[config.mk]
export PLATFORM = sky130hd
export DESIGN_NAME = decimal_to_fixed_milli_parser
export DESIGN_NICKNAME = d
export VERILOG_FILES = /design/src/hw/rtl/dtfm_pkg.sv /design/src/hw/rtl/dtfm_char_acc.sv /design/src/hw/rtl/decimal_to_fixed_milli_parser.sv
export SDC_FILE = /design/constraint.sdc
export NUM_CORES = 1
export LEC_CHECK = 0
export BUFFER_PORTS_ARGS = -buffer_cell sky130_fd_sc_hd__buf_4
export CAP_MARGIN = 5
export CORE_UTILIZATION = 58
export DETAILED_ROUTE_END_ITERATION = 12
export GPL_TIMING_DRIVEN = 0
export HOLD_SLACK_MARGIN = 0.15
export PLACE_DENSITY_LB_ADDON = 0.12
export SKIP_LAST_GASP = 1
export SYNTH_ARGS = -nofsm -noshare
export SYNTH_HDL_FRONTEND = slang
export SYNTH_SLANG_ARGS = --single-unit
[constraint.sdc]
create_clock -name clk -period 6.1 [get_ports clk]
set_input_delay 1.22 -clock clk [delete_from_list [all_inputs] [get_ports clk]]
set_output_delay 1.22 -clock clk [all_outputs]
set_load 0.02 [all_outputs]
[src/hw/rtl/dtfm_pkg.sv]
// Shared constants, types and helpers for the decimal to thousandths parser.
`timescale 1ns / 1ps

package dtfm_pkg;

	localparam int WHOLE_W = 22;
	localparam int FRAC_W  = 10;
	localparam int VALUE_W = 32;

	localparam logic [7:0] CH_PLUS  = 8'h2B;
	localparam logic [7:0] CH_MINUS = 8'h2D;
	localparam logic [7:0] CH_DOT   = 8'h2E;
	localparam logic [7:0] CH_ZERO  = 8'h30;
	localparam logic [7:0] CH_NINE  = 8'h39;

	localparam logic [WHOLE_W-1:0] WHOLE_GUARD = 22'd214748;
	localparam logic [3:0]         GUARD_DIGIT = 4'd3;
	localparam logic [1:0]         FRAC_MAX    = 2'd3;
	localparam logic [VALUE_W-1:0] MILLI       = 32'd1000;

	// number state captured at the last beat
	typedef struct packed {
		logic               ok;
		logic               negative;
		logic [WHOLE_W-1:0] whole;
		logic [FRAC_W-1:0]  frac;
	} dtfm_snap_t;

	// weight of a fractional digit by its position after the dot
	function automatic logic [FRAC_W-1:0] frac_term(input logic [3:0] digit,
		input logic [1:0] pos);
		logic [FRAC_W-1:0] d;
		d = FRAC_W'(digit);
		case (pos)
			2'd0:    frac_term = FRAC_W'(d * 10'd100);
			2'd1:    frac_term = FRAC_W'(d * 10'd10);
			2'd2:    frac_term = d;
			default: frac_term = '0;
		endcase
	endfunction

endpackage

[src/hw/rtl/dtfm_char_acc.sv]
// Per-character accumulator: sign, dot, integer and fraction digits.
`timescale 1ns / 1ps

module dtfm_char_acc (
	input  logic                clk,
	input  logic                arst_n,
	input  logic                step,
	input  logic [7:0]          character,
	input  logic                last,
	output dtfm_pkg::dtfm_snap_t snap
);
	import dtfm_pkg::*;

	logic [WHOLE_W-1:0] whole_q, whole_n;
	logic [FRAC_W-1:0]  frac_q, frac_n;
	logic [1:0]         fdig_q, fdig_n;
	logic               start_q, neg_q, dot_q, dseen_q, rej_q;
	logic               neg_n, dot_n, dseen_n, rej_n;
	logic               is_digit;
	logic [3:0]         digit;

	// ASCII digits carry their value in the low nibble
	assign digit    = character[3:0];
	assign is_digit = (character >= CH_ZERO) && (character <= CH_NINE);

	always_comb begin
		whole_n = whole_q;
		frac_n  = frac_q;
		fdig_n  = fdig_q;
		neg_n   = neg_q;
		dot_n   = dot_q;
		dseen_n = dseen_q;
		rej_n   = rej_q;
		if (!rej_q) begin
			if (start_q && (character == CH_MINUS || character == CH_PLUS)) begin
				neg_n = (character == CH_MINUS);
			end else if (character == CH_DOT && !dot_q) begin
				dot_n = 1'b1;
			end else if (!is_digit) begin
				rej_n = 1'b1;
			end else begin
				dseen_n = 1'b1;
				if (!dot_q) begin
					if (whole_q > WHOLE_GUARD ||
						(whole_q == WHOLE_GUARD && digit > GUARD_DIGIT)) begin
						rej_n = 1'b1;
					end else begin
						whole_n = WHOLE_W'(whole_q * 22'd10) + WHOLE_W'(digit);
					end
				end else begin
					if (fdig_q >= FRAC_MAX) begin
						rej_n = 1'b1;
					end else begin
						frac_n = frac_q + frac_term(digit, fdig_q);
						fdig_n = fdig_q + 2'd1;
					end
				end
			end
		end
	end

	assign snap.ok       = !rej_n && dseen_n;
	assign snap.negative = neg_n;
	assign snap.whole    = whole_n;
	assign snap.frac     = frac_n;

	always_ff @(posedge clk or negedge arst_n) begin
		if (!arst_n) begin
			whole_q <= '0;
			frac_q  <= '0;
			fdig_q  <= '0;
			start_q <= 1'b1;
			neg_q   <= 1'b0;
			dot_q   <= 1'b0;
			dseen_q <= 1'b0;
			rej_q   <= 1'b0;
		end else if (step) begin
			if (last) begin
				whole_q <= '0;
				frac_q  <= '0;
				fdig_q  <= '0;
				start_q <= 1'b1;
				neg_q   <= 1'b0;
				dot_q   <= 1'b0;
				dseen_q <= 1'b0;
				rej_q   <= 1'b0;
			end else begin
				whole_q <= whole_n;
				frac_q  <= frac_n;
				fdig_q  <= fdig_n;
				start_q <= 1'b0;
				neg_q   <= neg_n;
				dot_q   <= dot_n;
				dseen_q <= dseen_n;
				rej_q   <= rej_n;
			end
		end
	end

endmodule

[src/hw/rtl/decimal_to_fixed_milli_parser.sv]
// Top level: decimal text stream to signed thousandths.
`timescale 1ns / 1ps

// Usage:
//   Slave channel takes one ASCII character per beat in s_axis_tdata, with
//   s_axis_tlast high on the final character of a number. Characters that
//   are not last give no output beat.
//   Master channel gives one beat per number: m_axis_tuser is the valid flag,
//   m_axis_tdata the signed value in thousandths (zero when not valid).
// Throughput: one character per cycle, except while a last character waits in the input register during a stall.
// Path: the beat of a last character lands in the input register, the
//   accumulator result then moves to the scaling stage, and the scaled
//   value moves to the output register.
// Reset: clears the accumulator to the start of a number and empties all
//   stages; s_axis_tready is high right after reset.
// Stall: while m_axis_tready is low the output register holds its beat;
//   non-last characters keep flowing into the accumulator, and a last
//   character waits in the input register only once the scaling stage
//   and the output register are both full.
module decimal_to_fixed_milli_parser (
	input  logic        clk,
	input  logic        arst_n,
	input  logic        s_axis_tvalid,
	output logic        s_axis_tready,
	input  logic [7:0]  s_axis_tdata,  // [7:0] character
	input  logic        s_axis_tlast,
	output logic        m_axis_tvalid,
	input  logic        m_axis_tready,
	output logic [31:0] m_axis_tdata,  // [31:0] value
	output logic        m_axis_tuser   // [0] valid_res
);
	import dtfm_pkg::*;

	logic         vld_s1, last_s1;
	logic [7:0]   char_s1;
	logic         vld_s2;
	dtfm_snap_t   snap_s2;
	dtfm_snap_t   snap;
	logic         out_vld_q, out_ok_q;
	logic [31:0]  out_val_q;
	logic         out_free, s2_free, s1_step;
	logic [VALUE_W-1:0] mag;
	logic         ok;
	logic [VALUE_W-1:0] value;

	assign out_free      = !out_vld_q || m_axis_tready;
	assign s2_free       = !vld_s2 || out_free;
	assign s1_step       = vld_s1 && (!last_s1 || s2_free);
	assign s_axis_tready = !vld_s1 || s1_step;

	always_ff @(posedge clk or negedge arst_n) begin
		if (!arst_n) begin
			vld_s1 <= 1'b0;
		end else if (s_axis_tready) begin
			vld_s1 <= s_axis_tvalid;
		end
	end

	always_ff @(posedge clk) begin
		if (s_axis_tready && s_axis_tvalid) begin
			char_s1 <= s_axis_tdata;
			last_s1 <= s_axis_tlast;
		end
	end

	dtfm_char_acc u_acc (
		.clk       (clk),
		.arst_n    (arst_n),
		.step      (s1_step),
		.character (char_s1),
		.last      (last_s1),
		.snap      (snap)
	);

	always_ff @(posedge clk or negedge arst_n) begin
		if (!arst_n) begin
			vld_s2 <= 1'b0;
		end else if (s2_free) begin
			vld_s2 <= s1_step && last_s1;
		end
	end

	always_ff @(posedge clk) begin
		if (s2_free && s1_step && last_s1) begin
			snap_s2 <= snap;
		end
	end

	// scale to thousandths; whole part is at most 2147483 so mag fits 32 bits
	assign mag   = VALUE_W'(snap_s2.whole * MILLI) + VALUE_W'(snap_s2.frac);
	assign ok    = snap_s2.ok && !mag[VALUE_W-1];
	assign value = !ok ? '0 : (snap_s2.negative ? (~mag + 32'd1) : mag);

	always_ff @(posedge clk or negedge arst_n) begin
		if (!arst_n) begin
			out_vld_q <= 1'b0;
		end else if (out_free) begin
			out_vld_q <= vld_s2;
		end
	end

	always_ff @(posedge clk) begin
		if (out_free && vld_s2) begin
			out_ok_q  <= ok;
			out_val_q <= value;
		end
	end

	assign m_axis_tvalid = out_vld_q;
	assign m_axis_tdata  = out_val_q;
	assign m_axis_tuser  = out_ok_q;

endmodule
Yosys cells after proc, flatten, opt, wreduce, memory -nomap -nowiden
Index checks and enable logic that the tools add are counted.

Bits of input ports: 13. Register bits: 118. Word-level logic and storage cells: 125. Output and inout bits: 35.

$add $sub $neg: 5. $lt $le $gt $ge: 5. $mul: 4. Equal/unequal tests: 10. Bitwise gates (word level): 1. Reduce and logical (&&, ||, !) cells: 31. Mux-type cells: 50.

Operators with widths (number): $mux W22 (7); $mux W10 (13); $add A32 B1 Y32 const B (1); $add A32 B10 Y32 (1); $mux W32 (1); $not A32 Y32 (1); $pmux W10 S3 (1); $mul A22 B7 Y29 const B (1); $eq A8 B6 Y1 const B (3); $add A22 B4 Y22 (1); $eq A22 B18 Y1 const B (1); $gt A22 B18 Y1 const B (1); $mul A22 B3 Y21 const B (1); $mux W1 (21); $mux W2 (7); $logic_and A1 B1 Y1 (12); $add A10 B10 Y10 (1); $ge A8 B6 Y1 const B (1); $le A8 B6 Y1 const B (1); $mul A4 B5 Y8 const B (1); $ne A2 B2 Y1 const B (4); $logic_not A1 Y1 (7); $mul A4 B3 Y7 const B (1); $reduce_and A7 Y1 (1); 9 further kinds (16).

Logic depth before layout (Yosys ltp)
Depth after elaboration: 16. Depth in mapped cells: 22. Gate-level depth less buffers: 22.

By module
Synthesis repeated with hierarchy kept, for this count alone.

Cell total of the unflattened synthesis: 1348. Area, all modules: 12816.0 um^2.

By module, submodules not included: decimal_to_fixed_milli_parser (seq. area each 2357.3 um^2, area an instance 8236.6 um^2, instances 1, cells each 802); dtfm_char_acc (seq. area each 977.2 um^2, area an instance 4579.4 um^2, instances 1, cells each 546).

Worst setup path before layout
Ideal clock, no wire load.

Kind: reg2reg. Start point: register snap_s2[11] (netlist bit). End point: register out_val_q[28], in the netlist m_axis_tdata[28] (data pin). Buffers on the path: 0. Data required time: 5.843 ns. Period minus slack after synthesis: 6.005 ns. Cell stages (with the launch flop): 19. Path slack: 0.095 ns. Setup time: 0.257 ns. Arrival time: 5.748 ns. Cells stage by stage: edfxtp_1 > fa_1 > fa_1 > inv_1 > fa_1 > fa_1 > inv_1 > ha_1 > xor2_1 > ha_1 > nor2_1 > nor3_1 > nand2_1 > or4_4 > a211oi_4 > o221ai_2 > o41ai_1 > xor2_1 > nor2_1.

Longest elaborated chain between the ends: 5. Elaborated cells on any way between the ends: 7. Classes of those cells: add/sub (2); mul (1); mux (1); bitwise (1); reduce/logical (2).

Ends and longest elaborated chain: from (decl) (RTL line decimal_to_fixed_milli_parser.sv:37) `dtfm_snap_t snap_s2;`; from (signal assigned) (RTL line decimal_to_fixed_milli_parser.sv:85) `snap_s2 <= snap;`; $mul A22 B7 Y29 * (RTL line decimal_to_fixed_milli_parser.sv:90) `assign mag = VALUE_W'(snap_s2.whole * MILLI) + VALUE_W'(snap_s2.frac);`; $add A32 B10 Y32 * (RTL line decimal_to_fixed_milli_parser.sv:90); $not A32 Y32 (RTL line decimal_to_fixed_milli_parser.sv:92) `assign value = !ok ? '0 : (snap_s2.negative ? (~mag + 32'd1) : mag);`; $add A32 B1 Y32 (RTL line decimal_to_fixed_milli_parser.sv:92); $mux W32 (RTL line decimal_to_fixed_milli_parser.sv:92); to (signal assigned) (RTL line decimal_to_fixed_milli_parser.sv:105) `out_val_q <= value;`; to (decl) (RTL line decimal_to_fixed_milli_parser.sv:40) `logic [31:0] out_val_q;`.

Mark *: on every way between the ends. The rest lies on a longest branch, timed or not. A chain may end at the register's enable or synchronous reset.

Worst setup path after layout
Start point: register snap_s2[15] (netlist bit). End point: register out_val_q[30], in the netlist m_axis_tdata[30] (data pin).

The elaborated chain is that of the path after synthesis.

==> tab_implementation.tex <==
\begin{tabular}{lr}
\hline
Metric & Value \\
\hline
\multicolumn{2}{l}{\textbf{Final layout}} \\
Net total in the final layout & around 1700 \\
Post-layout instance count excluding filler cells & 1739 \\
Area grow syn2layout & 18.2\% \\
Filler cells & between 1500 and 2000 \\
Post-route design area & around 15000 um2 \\
Antenna diode count & 0 \\
Most common cell after layout, fill and taps aside & sky130\_fd\_sc\_hd\_\_inv\_1 \\
Post-Route Utilization & a little over two thirds \\
Share of final-layout standard cells stronger than drive strength 1 & 18.2\% \\
Most used cells in the layout excluding fill and tap cells & sky130\_fd\_sc\_hd\_\_inv\_1, sky130\_fd\_sc\_hd\_\_ha\_1, sky130\_fd\_sc\_hd\_\_buf\_4 \\
\multicolumn{2}{l}{\textbf{Worst setup path}} \\
Number of buffer and inverter stages on the critical path & 4 \\
Top cell by count, worst path & sky130\_fd\_sc\_hd\_\_fa\_1 \\
Cell breakdown of the critical path & inv\_2, fa\_1, fa\_1, fa\_1, fa\_1, inv\_1, ha\_4, nand4\_1, nor3\_4, nor3\_4, nor4\_4, buf\_4, nand4\_4, buf\_6, nor4\_4, and2\_4, a31oi\_2, or4\_4, o31ai\_4, mux2i\_1 \\
Delay of the slowest cell on the worst path & slightly below 0.6 ns \\
Category of the worst setup path launch point & flop \\
Master of the slowest instance on the critical path & sky130\_fd\_sc\_hd\_\_fa\_1 \\
Path type of the worst setup path & flop to flop \\
Max Fanout on Critical Path & 6 \\
Data arrival, critical path & roughly 6.4 ns \\
Largest delay contributor family on the critical path & adder cells \\
Required time worst endpoint & 6.37 ns \\
Kind of capture point of the worst setup path & flop \\
\multicolumn{2}{l}{\textbf{Floorplan}} \\
Initial core utilization & 59.6\% \\
Die Wd & 150 um \\
Placement Rows & 53 \\
Number of top-level pins & 48 \\
Floorplan die area & around 22000 um2 \\
Area of the core & $\sim$21000 um2 \\
Die extent in y & between 100 and 150 um \\
\multicolumn{2}{l}{\textbf{Placed design}} \\
Buffers added on ports & 47 \\
Placer's final routability congestion estimate & 0.884 \\
Sum of net half-perimeters after detailed placement & between 20000 and 25000 um \\
Inst Count DP & roughly 1700 \\
Placement Cell Area & about 13000 um2 \\
\multicolumn{2}{l}{\textbf{Synthesis}} \\
Post-Synthesis Cell Area & about 13000 um2 \\
Number of enable-type register cells in the synthesized netlist & 76 \\
Syn nets & approximately 1600 \\
Number of distinct library cell variants in the gate-level netlist after synthesis & 89 \\
Main flop type after synthesis & sky130\_fd\_sc\_hd\_\_edfxtp\_1 \\
Syn Inst Count & approximately 1300 \\
Portion of the post-synthesis area used by sequential elements & between 20\% and 30\% \\
FFs w/ async S/R, synth & between 30\% and 40\% \\
Synthesized area per cell & about 9.5 um2 \\
Yosys reg bits & roughly 120 \\
Synth warnings & 0 \\
\multicolumn{2}{l}{\textbf{Power and ir drop}} \\
Overall Power & approximately 6.2 mW \\
Maximum vdd ir drop & between 0.0002 and 0.00025 V \\
Leak Pwr & between 6 and 7 nW \\
Power density relative to cell area & just over 400 nW/um2 \\
\multicolumn{2}{l}{\textbf{Route}} \\
Total routed wirelength & just under 30000 um \\
Detailed router's first-iteration violation count & about 730 \\
Via density per instance & a little under 6 \\
Remaining antenna violation count after routing & 0 \\
WL per Instance & between 15 and 20 um \\
Final routed DRC violation total & 0 \\
Total number of vias & 10200 \\
First-pass detailed-route iteration total & 6 \\
\multicolumn{2}{l}{\textbf{Worst hold path}} \\
Tightest Hold Check Type & flop to flop \\
\multicolumn{2}{l}{\textbf{STA}} \\
Finish-stage setup viols & 0 \\
Setup TNS Final & 0 ns \\
Post-layout min period & between 6 and 7 ns \\
Slew Limit Headroom & approximately 36\% \\
Hold violation count in the final report & 0 \\
Share of the clock period used by the worst path after layout & about 100\% \\
Fmax achieved & about 160 MHz \\
RSZ-0062 raised after global routing & yes \\
Final Skew & between 0.009 and 0.01 ns \\
Final-report max-slew violation count & 0 \\
Slew @ Worst Pin & 0.956 ns \\
\multicolumn{2}{l}{\textbf{Clock tree}} \\
Clock tree from TritonCTS & yes \\
Clock sinks & roughly 120 \\
H-tree level count & 4 \\
Post-CTS clock slew at the launch and capture registers of the worst setup and hold paths & around 0.060 ns \\
Clock Latency Late Sink & 0.43 ns \\
Number of CTS-inserted buffers & 17 \\
Clock root buffer & sky130\_fd\_sc\_hd\_\_clkbuf\_16 \\
Hold buffers post-CTS & 0 \\
Buffer levels on the longest clock path & 2 \\
\multicolumn{2}{l}{\textbf{GRT}} \\
GRT Overall Usage & between 20\% and 30\% \\
Wire length of the first global-routing pass & 46600 um \\
Maximum number of pins on one net before global-route repair & 43 \\
Vias in the first global route & around 9900 \\
Initial antenna violation count & 0 \\
Overflow after GRT & 0 \\
\multicolumn{2}{l}{\textbf{Run}} \\
\# Max-Cap Violations & 0 \\
\multicolumn{2}{l}{\textbf{Outcome}} \\
Run status & finished, final reports clean \\
\hline
\end{tabular}
==> area by class of cell <==
type                       instances  area [um2]  share of cell area (%)
buffer                            25         113                   0.753
sequential                       118        3330                    22.3
clock inverter                     7        71.3                   0.477
inverter                         151         577                    3.86
clock buffer                      25         497                    3.32
tap                              275         344                    2.30
timing repair buffer             105         810                    5.41
multi-input combinational       1033        9210                    61.6
==> cell families after synthesis <==
| kind of cell | Yosys count | share of synthesized area (%) |
|---|---|---|
| multiplexers | 15 | 1.23 |
| flip-flops | 118 | 26.3 |
| adder cells (fa/ha/maj) | 225 | 27.2 |
| AND/OR/NAND/NOR | 394 | 16.4 |
| AO/OA/AOI/OAI | 288 | 15.7 |
| XOR/XNOR | 110 | 7.79 |
| buffers and inverters | 178 | 5.33 |
==> worst reg2reg max path, cell delays in order (launching register included) <==
cell and delay (ns):
sky130_fd_sc_hd__edfxtp_1 0.43, sky130_fd_sc_hd__inv_2 0.14, sky130_fd_sc_hd__fa_1 0.47, sky130_fd_sc_hd__fa_1 0.58, sky130_fd_sc_hd__fa_1 0.43, sky130_fd_sc_hd__fa_1 0.48
sky130_fd_sc_hd__inv_1 0.06, sky130_fd_sc_hd__ha_4 0.31, sky130_fd_sc_hd__nand4_1 0.17, sky130_fd_sc_hd__nor3_4 0.30, sky130_fd_sc_hd__nor3_4 0.07, sky130_fd_sc_hd__nor4_4 0.25
sky130_fd_sc_hd__buf_4 0.16, sky130_fd_sc_hd__nand4_4 0.16, sky130_fd_sc_hd__buf_6 0.18, sky130_fd_sc_hd__nor4_4 0.42, sky130_fd_sc_hd__and2_4 0.23, sky130_fd_sc_hd__a31oi_2 0.10
sky130_fd_sc_hd__or4_4 0.57, sky130_fd_sc_hd__o31ai_4 0.20, sky130_fd_sc_hd__mux2i_1 0.21
==> final timing paths <==
path                                    start           endpoint  slack (ns)  depth (start not counted)
worst max-delay path              snap_s2[15]   m_axis_tdata[30]        0.01                         20
worst min-delay path            u_acc.start_q      u_acc.start_q        0.49                          2
worst max register to register    snap_s2[15]   m_axis_tdata[30]        0.01                         20
worst min register to register  u_acc.start_q      u_acc.start_q        0.49                          2
max in group asynchronous              arst_n  u_acc.whole_q[16]        4.93                          1
min in group asynchronous              arst_n             vld_s2        0.78                          1
==> sequential cells by signal, indices dropped and copies added (netlist names) <==
register,cells
char_s1,8
last_s1,1
m_axis_tdata,32
m_axis_tuser,1
m_axis_tvalid,1
snap_s2,34
u_acc.dot_q,1
u_acc.dseen_q,1
u_acc.fdig_q,2
u_acc.frac_q,10
u_acc.neg_q,1
u_acc.rej_q,1
u_acc.start_q,1
u_acc.whole_q,22
vld_s1,1
vld_s2,1
==> synthesized netlist by cell type, types with 22 or more instances <==
cell type | number | area (um2)
sky130_fd_sc_hd__inv_1 | 150 | 563
sky130_fd_sc_hd__xnor2_1 | 71 | 622
sky130_fd_sc_hd__a21oi_1 | 68 | 340
sky130_fd_sc_hd__o21ai_0 | 53 | 265
sky130_fd_sc_hd__fa_1 | 84 | 1680
sky130_fd_sc_hd__xor2_1 | 36 | 315
sky130_fd_sc_hd__nand3_1 | 27 | 135
sky130_fd_sc_hd__dfrtp_1 | 41 | 1030
sky130_fd_sc_hd__ha_1 | 141 | 1760
sky130_fd_sc_hd__edfxtp_1 | 76 | 2280
sky130_fd_sc_hd__nor3_1 | 27 | 135
sky130_fd_sc_hd__nor2_1 | 96 | 360
sky130_fd_sc_hd__a22o_1 | 22 | 193
sky130_fd_sc_hd__nand2_1 | 104 | 390
==> per-layer routing <==
metal	up-vias	share of wire [%]	track usage, %
met3	78	4.3	3.72
met2	354	49	44.1
met5	-	0	0
li1	4956	-	-
met4	0	3.6	11.0
met1	4851	43	33.1
==> power breakdown <==
part           internal, mW  total [mW]  switching (mW)
sequential            0.936       0.974          0.0374
clock                 0.605       0.979           0.375
combinational          1.76        4.21            2.44
total                  3.31        6.16            2.86
==> per-stage QoR <==
stage          setup slack, ns  hold slack, ns
6_report                0.0111           0.488
3_5_place_dp            -0.615           0.483
5_1_grt                 -0.238           0.494
4_1_cts                -0.0204           0.493
2_1_floorplan           0.0946           0.445
3_3_place_gp            -0.530           0.459
==> timing repair <==
item,in CTS,in global routing
buffers inserted,30,26
cloned,1,1
pin swaps,20,45
endpoints found under the setup margin,33,33
gates resized for setup,74,63
Power figures use the tool's default switching activity.
